===== src/rtl/prle_pkg.sv =====
// Shared types and constants for the pixel run-length decoder.
package prle_pkg;

  localparam int PixelBytesW = 3;
  localparam int TotalW      = 20;
  localparam int CfgIdxW     = 1;
  localparam int CfgDataW    = 20;
  localparam int PixelW      = 32;
  localparam int CountW      = 7;
  localparam int RunW        = 8;

  localparam logic [CfgIdxW-1:0] RegPixelBytes  = 1'd0;
  localparam logic [CfgIdxW-1:0] RegTotalPixels = 1'd1;

  localparam logic [PixelBytesW-1:0] PixelBytesReset = 3'd2;
  localparam logic [TotalW-1:0]      TotalReset      = 20'd0;

  localparam logic [1:0] PhCtrl    = 2'd0;
  localparam logic [1:0] PhRepeat  = 2'd1;
  localparam logic [1:0] PhLiteral = 2'd2;

  typedef struct packed {
    logic [1:0]        phase;
    logic [1:0]        byte_index;
    logic [PixelW-1:0] pixel_accum;
    logic [RunW-1:0]   run_left;
    logic [TotalW-1:0] pixels_written;
  } prle_state_t;

  typedef struct packed {
    logic              valid;
    logic [PixelW-1:0] pixel_value;
    logic [CountW-1:0] repeat_count;
    logic              image_done;
    logic              from_literal;
  } prle_result_t;

endpackage


===== src/rtl/prle_ifs.sv =====
// Valid/ready channel interfaces for compressed bytes and decoded pixel runs.
interface prle_byte_if;
  logic       valid;
  logic       ready;
  logic [7:0] comp_byte;
  logic       start_image;

  modport source (output valid, output comp_byte, output start_image, input ready);
  modport sink   (input valid, input comp_byte, input start_image, output ready);
endinterface

interface prle_pix_if;
  logic                                valid;
  logic                                ready;
  logic [prle_pkg::PixelW-1:0]         pixel_value;
  logic [prle_pkg::CountW-1:0]         repeat_count;
  logic                                image_done;

  modport source (output valid, output pixel_value, output repeat_count, output image_done,
                  input ready);
  modport sink   (input valid, input pixel_value, input repeat_count, input image_done,
                  output ready);
endinterface


===== src/rtl/prle_step.sv =====
// Next-state and result logic for one compressed byte.
module prle_step (
  input  logic [prle_pkg::PixelBytesW-1:0] pixel_bytes,
  input  logic [prle_pkg::TotalW-1:0]      total_pixels,
  input  prle_pkg::prle_state_t            st,
  input  logic [7:0]                       comp_byte,
  input  logic                             start_image,
  output prle_pkg::prle_state_t            st_next,
  output prle_pkg::prle_result_t           res
);

  prle_pkg::prle_state_t            cur;
  logic [2:0]                       eff_bytes;
  logic [prle_pkg::PixelW-1:0]      accum;
  logic [prle_pkg::TotalW-1:0]      remaining;
  logic [prle_pkg::TotalW-1:0]      written_sum;
  logic [prle_pkg::RunW-1:0]        n;
  logic [prle_pkg::RunW-1:0]        run_dec;
  logic                             literal;

  always_comb begin
    if (pixel_bytes == 3'd0) begin
      eff_bytes = 3'd1;
    end else if (pixel_bytes > 3'd4) begin
      eff_bytes = 3'd4;
    end else begin
      eff_bytes = pixel_bytes;
    end
  end

  always_comb begin
    cur = st;
    if (start_image) begin
      cur = '0;
      cur.phase = prle_pkg::PhCtrl;
    end
    st_next     = cur;
    res         = '0;
    accum       = cur.pixel_accum
                  | ({24'd0, comp_byte} << {cur.byte_index, 3'b000});
    remaining   = total_pixels - cur.pixels_written;
    run_dec     = cur.run_left - 8'd1;
    literal     = (cur.phase == prle_pkg::PhLiteral);
    n           = '0;
    written_sum = cur.pixels_written;

    if (cur.pixels_written >= total_pixels) begin
      st_next = cur;
    end else if (cur.phase != prle_pkg::PhRepeat && cur.phase != prle_pkg::PhLiteral) begin
      if (!comp_byte[7]) begin
        st_next.run_left = comp_byte;
        st_next.phase    = prle_pkg::PhRepeat;
      end else begin
        st_next.run_left = 8'd0 - comp_byte;
        st_next.phase    = prle_pkg::PhLiteral;
      end
      st_next.byte_index  = 2'd0;
      st_next.pixel_accum = '0;
    end else if (({1'b0, cur.byte_index} + 3'd1) < eff_bytes) begin
      st_next.pixel_accum = accum;
      st_next.byte_index  = cur.byte_index + 2'd1;
    end else begin
      if (!literal) begin
        n = ({12'd0, cur.run_left} > remaining) ? remaining[7:0] : cur.run_left;
        st_next.phase    = prle_pkg::PhCtrl;
        st_next.run_left = '0;
      end else begin
        n = 8'd1;
        st_next.run_left = run_dec;
        if (run_dec == 8'd0) begin
          st_next.phase = prle_pkg::PhCtrl;
        end
      end
      st_next.byte_index  = 2'd0;
      st_next.pixel_accum = '0;
      written_sum = cur.pixels_written + {12'd0, n};
      if (n != 8'd0) begin
        st_next.pixels_written = written_sum;
        res.valid        = 1'b1;
        res.pixel_value  = accum;
        res.repeat_count = n[6:0];
        res.image_done   = (written_sum == total_pixels);
        res.from_literal = literal;
      end
    end
  end

endmodule


===== src/rtl/pixel_rle_run_decoder_unit.sv =====
// Top level of the pixel run-length decoder: registers, config and output stage.
// Latency: a result is valid on the cycle after its last pixel byte is accepted.
// Throughput: one compressed byte per clock; the decoder state loop is a single
// register stage; input stalls only while a result is held and pix_out.ready is low.
// Reset: pixel_bytes returns to 2, total_pixels to 0, decoder state clears, and the
// output channel goes empty.
module pixel_rle_run_decoder_unit (
  input  logic                           clk,
  input  logic                           rst,
  input  logic                           cfg_we,
  input  logic [prle_pkg::CfgIdxW-1:0]   cfg_index,
  input  logic [prle_pkg::CfgDataW-1:0]  cfg_data,
  prle_byte_if.sink                      byte_in,
  prle_pix_if.source                     pix_out
);

  logic [prle_pkg::PixelBytesW-1:0] pixel_bytes;
  logic [prle_pkg::TotalW-1:0]      total_pixels;
  prle_pkg::prle_state_t            st;
  prle_pkg::prle_state_t            st_next;
  prle_pkg::prle_result_t           res;
  logic                             accept;
  logic                             out_valid;
  logic [prle_pkg::PixelW-1:0]      out_value;
  logic [prle_pkg::CountW-1:0]      out_count;
  logic                             out_done;

  assign byte_in.ready = !out_valid || pix_out.ready;
  assign accept        = byte_in.valid && byte_in.ready;

  always_ff @(posedge clk) begin
    if (rst) begin
      pixel_bytes  <= prle_pkg::PixelBytesReset;
      total_pixels <= prle_pkg::TotalReset;
    end else if (cfg_we) begin
      case (cfg_index)
        prle_pkg::RegPixelBytes:  pixel_bytes  <= cfg_data[prle_pkg::PixelBytesW-1:0];
        prle_pkg::RegTotalPixels: total_pixels <= cfg_data[prle_pkg::TotalW-1:0];
        default: ;
      endcase
    end
  end

  prle_step u_step (
    .pixel_bytes  (pixel_bytes),
    .total_pixels (total_pixels),
    .st           (st),
    .comp_byte    (byte_in.comp_byte),
    .start_image  (byte_in.start_image),
    .st_next      (st_next),
    .res          (res)
  );

  // all-zero state is phase PhCtrl with everything cleared
  always_ff @(posedge clk) begin
    if (rst) begin
      st <= '0;
    end else if (accept) begin
      st <= st_next;
    end
  end

  always_ff @(posedge clk) begin
    if (rst) begin
      out_valid <= 1'b0;
    end else if (accept) begin
      out_valid <= res.valid;
    end else if (pix_out.ready) begin
      out_valid <= 1'b0;
    end
  end

  always_ff @(posedge clk) begin
    if (accept && res.valid) begin
      out_value <= res.pixel_value;
      out_count <= res.repeat_count;
      out_done  <= res.image_done;
    end
  end

  assign pix_out.valid        = out_valid;
  assign pix_out.pixel_value  = out_value;
  assign pix_out.repeat_count = out_count;
  assign pix_out.image_done   = out_done;

  a_literal_count_one: assert property (@(posedge clk) disable iff (rst)
    res.valid && res.from_literal |-> res.repeat_count == 7'd1)
    else $error("literal pixel with repeat count other than one");

  a_no_zero_run: assert property (@(posedge clk) disable iff (rst)
    pix_out.valid |-> pix_out.repeat_count != 7'd0)
    else $error("result with zero repeat count");

  a_stall_only_when_full: assert property (@(posedge clk) disable iff (rst)
    !byte_in.ready |-> out_valid)
    else $error("input stalled with empty output register");

  a_start_bounds_count: assert property (@(posedge clk) disable iff (rst)
    accept && byte_in.start_image |=> st.pixels_written <= 20'd127)
    else $error("pixel count not cleared by new image");

endmodule


===== src/flat_wrapper.sv =====
// flat-port wrapper written by rule: the top's interface ports become plain ports
module pixel_rle_run_decoder_unit_flat 
  (clk, rst, cfg_we, cfg_index, cfg_data, byte_in_valid, byte_in_comp_byte, byte_in_start_image, byte_in_ready, pix_out_valid, pix_out_pixel_value, pix_out_repeat_count, pix_out_image_done, pix_out_ready);
  prle_byte_if byte_in_i ();
  prle_pix_if pix_out_i ();
  input  logic clk;
  input  logic rst;
  input  logic cfg_we;
  input  logic [prle_pkg::CfgIdxW-1:0] cfg_index;
  input  logic [prle_pkg::CfgDataW-1:0] cfg_data;
  input wire logic [$bits(byte_in_i.valid)-1:0] byte_in_valid;
  input wire logic [$bits(byte_in_i.comp_byte)-1:0] byte_in_comp_byte;
  input wire logic [$bits(byte_in_i.start_image)-1:0] byte_in_start_image;
  output wire logic [$bits(byte_in_i.ready)-1:0] byte_in_ready;
  output wire logic [$bits(pix_out_i.valid)-1:0] pix_out_valid;
  output wire logic [$bits(pix_out_i.pixel_value)-1:0] pix_out_pixel_value;
  output wire logic [$bits(pix_out_i.repeat_count)-1:0] pix_out_repeat_count;
  output wire logic [$bits(pix_out_i.image_done)-1:0] pix_out_image_done;
  input wire logic [$bits(pix_out_i.ready)-1:0] pix_out_ready;
  assign byte_in_i.valid = byte_in_valid;
  assign byte_in_i.comp_byte = byte_in_comp_byte;
  assign byte_in_i.start_image = byte_in_start_image;
  assign byte_in_ready = byte_in_i.ready;
  assign pix_out_valid = pix_out_i.valid;
  assign pix_out_pixel_value = pix_out_i.pixel_value;
  assign pix_out_repeat_count = pix_out_i.repeat_count;
  assign pix_out_image_done = pix_out_i.image_done;
  assign pix_out_i.ready = pix_out_ready;
  pixel_rle_run_decoder_unit u_core (.clk(clk), .rst(rst), .cfg_we(cfg_we), .cfg_index(cfg_index), .cfg_data(cfg_data), .byte_in(byte_in_i), .pix_out(pix_out_i));
endmodule

===== config.mk =====
export PLATFORM = sky130hd
export DESIGN_NAME = pixel_rle_run_decoder_unit_flat
export DESIGN_NICKNAME = d
export VERILOG_FILES = /design/src/rtl/prle_pkg.sv /design/src/rtl/prle_ifs.sv /design/src/rtl/prle_step.sv /design/src/rtl/pixel_rle_run_decoder_unit.sv /design/src/flat_wrapper.sv
export SDC_FILE = /design/constraint.sdc
export NUM_CORES = 1
export LEC_CHECK = 0
export ABC_AREA = 0
export ABC_CLOCK_PERIOD_IN_PS = 7400
export BUFFER_PORTS_ARGS = -buffer_cell sky130_fd_sc_hd__clkbuf_2
export CAP_MARGIN = 20
export CORE_UTILIZATION = 35
export CTS_CLUSTER_SIZE = 14
export DETAILED_ROUTE_END_ITERATION = 10
export HOLD_SLACK_MARGIN = 0.12
export PLACE_DENSITY = 0.52
export SYNTH_ARGS = -nofsm -noshare
export SYNTH_HDL_FRONTEND = slang
export SYNTH_HIERARCHICAL = 1
export SYNTH_SLANG_ARGS = --single-unit

===== constraint.sdc =====
create_clock -name clk -period 7.4 [get_ports clk]
set_input_delay 0.37 -clock clk [delete_from_list [all_inputs] [get_ports clk]]
set_output_delay 0.37 -clock clk [all_outputs]
set_load 0.1 [all_outputs]

==> metrics.md, run 1 <==
| Metric | Value |
|---|---|
| Kind of critical path | register to register |
| FMAX | 139 MHz |
| Clock Latency Late Sink | 430 ps |
| Die W | 172 um |
| Tcrit/Tclk final | 96.9% |
| Synth Warn # | 6 |
| TritonRoute pass-1 iters | 5 |
| Placed cell count | 1724 |
| Sw frac | 32.5% |
| Hold Vio Cnt, Final | 0 |
| Ports | 77 |
| Largest net degree at the start of global routing | 120 |
| Worst R2R Start | u_core/st[0]$_SDFFE_PP0P_ |
| Core Area | 28100 um2 |
| WP data required | 7630 ps |
| Final GP Congestion | 0.908 |
| Layout area overhead | 18.7% |
| Setup crit start kind | register |
| Die area | 29600 um2 |
| Hold Slack | 153 ps |
| 1st-iter DRT viols | 697 |
| Syn nets | 1359 |
| Non-filler cells, final | 1761 |
| Row count | 61 |
| Initial antenna violation count | 0 |
| Leak | 4.61 nW |
| Total Wirelength | 31700 um |
| Hold Crit Start | cfg_data[15] |
| CP endpoint kind | register |
| Mean area per synthesized cell | 7.91 um2 |
| DRC errors left | 0 |
| Critical path arrival | 7400 ps |
| CTS Sinks | 128 |
| Hold crit path type | input pin to register |
| Wire per inst | 18.0 um |
| Vias in the first global route | 9184 |
| CTS tree | yes |
| CTS buffer count | 17 |
| Max Cap Viol | 0 |
| Critical R2R Capture | u_core/pix_out.image_done$_DFFE_PP_ |
| Fin nets | 1451 |
| Logic pwr share | 23.2% |
| Initial Util | 36.0% |
| Largest fanout on the critical path | 8 |
| Power Dens Cells | 177 nW/um2 |
| Clock tree buffer depth | 2 |
| Syn Std Cell Area | 10100 um2 |
| Crit path largest cell delay | 550 ps |
| P_int | 1.44 mW |
| Ant diodes | 0 |
| Count of input and output buffers | 76 |
| Root buf cell | clkbuf_16 |
| Worst Hold Depth | 3 |
| Post-route ant nets | 0 |
| Hpwl dp | 22000 um |
| Max-slew violation count | 0 |
| Hold path endpoint | u_core/total_pixels[15]$_SDFFE_PP0P_ |
| Fin util | 42.7% |
| Layout cells sized above 1 | 22.8% |
| Net load switching power | 0.693 mW |
| Die H | 172 um |
| Post-route minimum period | 7170 ps |
| Vias per cell | 5.46 |
| Status | complete, no violations |
| Slew HR | 32.0% |
| H-tree level count | 4 |
| Global router's overall resource usage | 21.8% |
| FF-to-FF path depth | 31 |
| Unrepaired setup endpoints after global routing | yes |
| Setup violators final | 0 |
| Tightest Pin Transition | 1020 ps |
| Sequential Power Share | 35.0% |
| Max IR drop VDD | 0.000149 V |
| Synth Instances | 1278 |
| First-pass GRT wire length | 50000 um |
| Clock power frac | 41.8% |
| Worst path slowest cell | or4_4 |
| Clock-pin slew on the worst setup and hold paths | 70 ps |
| Post-route clock skew | 18.1 ps |
| Layout fillers | 2938 |
| Flop-to-flop setup slack | 230 ps |
| GR Overflow Total | 0 |
| Via count | 9618 |
==> layout make-up <==
class                      count  area (um2)  share of cell area (%)
clock inverter                15         173                    1.44
timing repair buffer         174        1120                    9.32
clock buffer                  17         425                    3.54
sequential                   128        2970                    24.7
tap                          378         473                    3.94
inverter                      38         143                    1.19
multi-input combinational   1011        6700                    55.8
==> registers in the layout, summed over array words and instances (netlist names) <==
register                     flops
u_core/pix_out.image_done        1
u_core/pix_out.pixel_value      32
u_core/pix_out.repeat_count      7
u_core/pix_out.valid             1
u_core/pixel_bytes               3
u_core/st                       64
u_core/total_pixels             20
==> timing repair <==
item / 4_1_cts / 5_1_grt
hold buffers: 0 / 0
setup buffers: 0 / 5
gates resized for setup: 0 / 31
setup endpoints to repair: 0 / 10
==> critical path: cells and delay by family, from the launching register on <==
kind | cells | cell delay [ps]
buffers and inverters | 1 | 170
adders and majority gates | 4 | 1250
xor gates and xnor gates | 3 | 550
and+or+nand+nor | 10 | 2100
DFF | 1 | 330
AOI/OAI and AO/OA | 13 | 2570
==> layout by cell type, fill, tap and decap left out, drive strengths merged, types with 12 or more instances in the layout <==
cell      n
and2     13
dfxtp    88
xnor2    42
buf      99
inv      45
clkbuf   92
o21ai   102
a21oi   126
nor2     70
or3      12
nor4     12
ha       44
nand2b  120
nand3    21
edfxtp   40
nor2b    33
nand4b   64
xor2     16
nand2   164
nor3     27
==> power by group through the flow <==
stage | logic (mW) | registers (mW) | clock network (mW)
2_1_floorplan | 0.321 | 0.761 | 0
3_3_place_gp | 0.472 | 0.761 | 0
6_report | 0.493 | 0.746 | 0.889
4_1_cts | 0.474 | 0.746 | 0.911
3_5_place_dp | 0.473 | 0.761 | 0
5_1_grt | 0.538 | 0.747 | 0.936
==> stage by stage <==
stage	TNS (ps)	instance area (um2)	setup slack, ps	power (mW)
global route	-169	12000	-169	2.22
global placement	-25.8	11200	-25.8	1.23
detailed placement	-215	11200	-215	1.23
floorplan	0	10100	22.9	1.08
finish	0	12000	231	2.13
CTS	0	11800	24.7	2.13
==> how the worst max path moves through the flow <==
stage | from | endpoint | depth (start not counted)
detailed placement | byte_in_start_image | u_core/pix_out.image_done$_DFFE_PP_ | 33
floorplan | byte_in_start_image | u_core/pix_out.image_done$_DFFE_PP_ | 36
global route | u_core/st[0]$_SDFFE_PP0P_ | u_core/pix_out.image_done$_DFFE_PP_ | 34
CTS | u_core/total_pixels[0]$_SDFFE_PP0P_ | u_core/pix_out.image_done$_DFFE_PP_ | 31
global placement | byte_in_start_image | u_core/pix_out.image_done$_DFFE_PP_ | 33
finish | u_core/st[0]$_SDFFE_PP0P_ | u_core/pix_out.image_done$_DFFE_PP_ | 31
==> per-layer routing <==
| metal | track usage (%) | vias to the layer above | wire length, um |
|---|---|---|---|
| met1 | 29.1 | 4606 | 14800 |
| met4 | 8.70 | 0 | 1040 |
| met5 | 0 | - | 0 |
| li1 | - | 4724 | - |
| met2 | 35.1 | 241 | 14700 |
| met3 | 3.20 | 47 | 1140 |
(Power assumes the default switching activity.)
==> run 2, diff against run 1 <==
--- a/config.mk
+++ b/config.mk
@@ -5,7 +5,7 @@
 export SDC_FILE = /design/constraint.sdc
 export NUM_CORES = 1
 export LEC_CHECK = 0
-export ABC_AREA = 0
+export ABC_AREA = 1
 export ABC_CLOCK_PERIOD_IN_PS = 7400
 export BUFFER_PORTS_ARGS = -buffer_cell sky130_fd_sc_hd__clkbuf_2
 export CAP_MARGIN = 20
==> run 2 against run 1 <==
  * Total power grew 8.1%
  * Critical endpoint is now u_core/st[17]$_SDFFE_PP0P_
  * Fmax rose by 20%
  * Hold slack gained 40 ps
  * Largest power group unchanged
  * Largest cell class unchanged
  * Final cell count grew 14%
  * Non-clock buffer count is 86 lower
  * First-iteration DRC count up 17%
  * Clock skew shrank 2.2 ps
  * Global-route usage up 0.25 points
  * Sequential power rose by 5.1%
  * Clock power fell by 3.5%
==> metrics.md, run 2 <==
| Metric | Value |
|---|---|
| FF-to-FF path depth | 42 |
| Wire per inst | 15.7 um |
| Kind of critical path | input pin to register |
| Row count | 61 |
| # hold bufs at CTS | 0 |
| Die H | 171 um |
| CTS Sinks | 128 |
| Post-CTS sizing | 0 |
| Slack of the critical path | 1430 ps |
| Max Cap Viol | 0 |
| Unrepaired setup endpoints after global routing | no |
| CTS tree | yes |
| Ports | 77 |
| Count of input and output buffers | 76 |
| M2 GR Usage | 35.2% |
| Met1 Use GR | 30.9% |
| Net load switching power | 0.824 mW |
| Status | complete, no violations |
| Critical R2R Capture | u_core/st[17]$_SDFFE_PP0P_ |
| Worst path slowest cell | fa_1 |
| Synth Instances | 1573 |
| Die W | 171 um |
| Crit path largest cell delay | 430 ps |
| Sequential Power Share | 34.1% |
| Hold Crit Start | cfg_data[10] |
| Synth Warn # | 6 |
| Slew HR | 27.1% |
| Commonest non-fill, non-tap cells in the layout | nand2_1 (349), inv_1 (254), nor2_1 (231), nand3_1 (139), a21oi_1 (103) |
| WP data required | 7760 ps |
| Mean area per synthesized cell | 6.36 um2 |
| Vias per cell | 5.01 |
| Tot Pwr | 2.30 mW |
| Post-route ant nets | 0 |
| Initial Util | 35.8% |
| Largest net degree at the start of global routing | 104 |
| Worst Hold Depth | 3 |
| Global router's overall resource usage | 22.0% |
| Hold path endpoint | u_core/total_pixels[10]$_SDFFE_PP0P_ |
| Hold Slack | 193 ps |
| Clock power frac | 37.3% |
| Max IR drop VDD | 0.000153 V |
| Die area | 29300 um2 |
| Leak | 5.19 nW |
| Syn nets | 1654 |
| Hold crit path type | input pin to register |
| Fin nets | 1692 |
| Max reg flops | 64 |
| Tcrit/Tclk final | 80.6% |
| Via count | 10038 |
| Critical path arrival | 6320 ps |
| H-tree level count | 4 |
| Hold Vio Cnt, Final | 0 |
| Post-Place Setup Slack | 1050 ps |
| GR peak layer | met2 |
| Vias in the first global route | 9155 |
| Max-slew violation count | 0 |
| Tightest Pin Transition | 1090 ps |
| DRC errors left | 0 |
| Logic pwr share | 28.7% |
| Cell mode on critical path | nand2_1 |
| Clock tree buffer depth | 2 |
| Largest fanout on the critical path | 12 |
| Layout cells sized above 1 | 10.8% |
| Worst R2R Start | u_core/total_pixels[0]$_SDFFE_PP0P_ |
| Final GP Congestion | 0.941 |
| Layout fillers | 3152 |
| GR Overflow Total | 0 |
| 1st-iter DRT viols | 816 |
| Syn Std Cell Area | 10000 um2 |
| CP endpoint kind | register |
| FMAX | 168 MHz |
| Hpwl dp | 22800 um |
| Commonest non-fill, non-tap cell in the layout | nand2_1 |
| Biggest register | u_core/st |
| Layout area overhead | 12.1% |
| First-pass GRT wire length | 49800 um |
| Sw frac | 35.8% |
| Root buf cell | clkbuf_16 |
| Post-route minimum period | 5970 ps |
| Initial antenna violation count | 0 |
| Power Dens Cells | 205 nW/um2 |
| CTS buffer count | 17 |
| Core Area | 27900 um2 |
| Setup violators final | 0 |
| Flop-to-flop setup slack | 1580 ps |
| GR met3 Demand/Resource | 3.70% |
| Clock Latency Late Sink | 420 ps |
| TritonRoute pass-1 iters | 5 |
| Post-route clock skew | 15.9 ps |
| Post-Route Setup TNS | 0 ps |
| P_int | 1.48 mW |
| Clock-pin slew on the worst setup and hold paths | 70 ps |
| Setup crit start kind | input pin |
| Ant diodes | 0 |
| Setup Buffers After CTS | 0 |
| Total Wirelength | 31400 um |
==> run 2: cell type report <==
type	count	area, um2	area share [%]
Clock buffer	20	457	4.07
Clock inverter	12	134	1.19
Timing Repair Buffer	88	473	4.22
Tap cell	378	473	4.22
Sequential cell	128	2960	26.4
Inverter	268	1010	8.97
Multi-Input combinational cell	1108	5710	50.9
==> run 2: how the worst max path moves through the flow <==
| stage | start | end | slack, ps | cells after the start |
|---|---|---|---|---|
| after floorplan | byte_in_start_image | u_core/pix_out.image_done$_DFFE_PP_ | 950 | 33 |
| after global placement | byte_in_start_image | u_core/st[17]$_SDFFE_PP0P_ | 1150 | 44 |
| after detailed placement | byte_in_start_image | u_core/st[17]$_SDFFE_PP0P_ | 1050 | 44 |
| after CTS | byte_in_start_image | u_core/st[17]$_SDFFE_PP0P_ | 1480 | 44 |
| after global routing | byte_in_start_image | u_core/pix_out.image_done$_DFFE_PP_ | 780 | 41 |
| final | byte_in_start_image | u_core/st[17]$_SDFFE_PP0P_ | 1430 | 44 |
==> run 2: critical path, delay by kind of cell <==
kind	cells	cell delay, ps
simple gates	31	3440
fa+ha+maj	3	1070
buf+inv	6	830
compound gates	3	410
xor+xnor	1	190
==> run 2: power groups by stage <==
stage	logic [mW]	registers [mW]	clock network, mW
floorplan	0.467	0.820	0
global placement	0.656	0.799	0
detailed placement	0.654	0.799	0
CTS	0.657	0.784	0.883
global route	0.741	0.788	0.911
finish	0.660	0.784	0.858
==> run 2: through the flow <==
step	instances	utilization [%]	instance area [um2]
detailed placement	1970	38.0	10600
finish	2002	40.2	11200
floorplan	1573	-	10000
global route	2002	40.2	11200
global placement	1970	38.0	10600
CTS	2002	40.2	11200
==> run 2: routing by layer <==
| metal | part of all wire (%) | vias up |
|---|---|---|
| li1 | - | 5129 |
| met1 | 49 | 4616 |
| met2 | 45 | 264 |
| met3 | 4.7 | 29 |
| met4 | 1.2 | 0 |
| met5 | 0 | - |
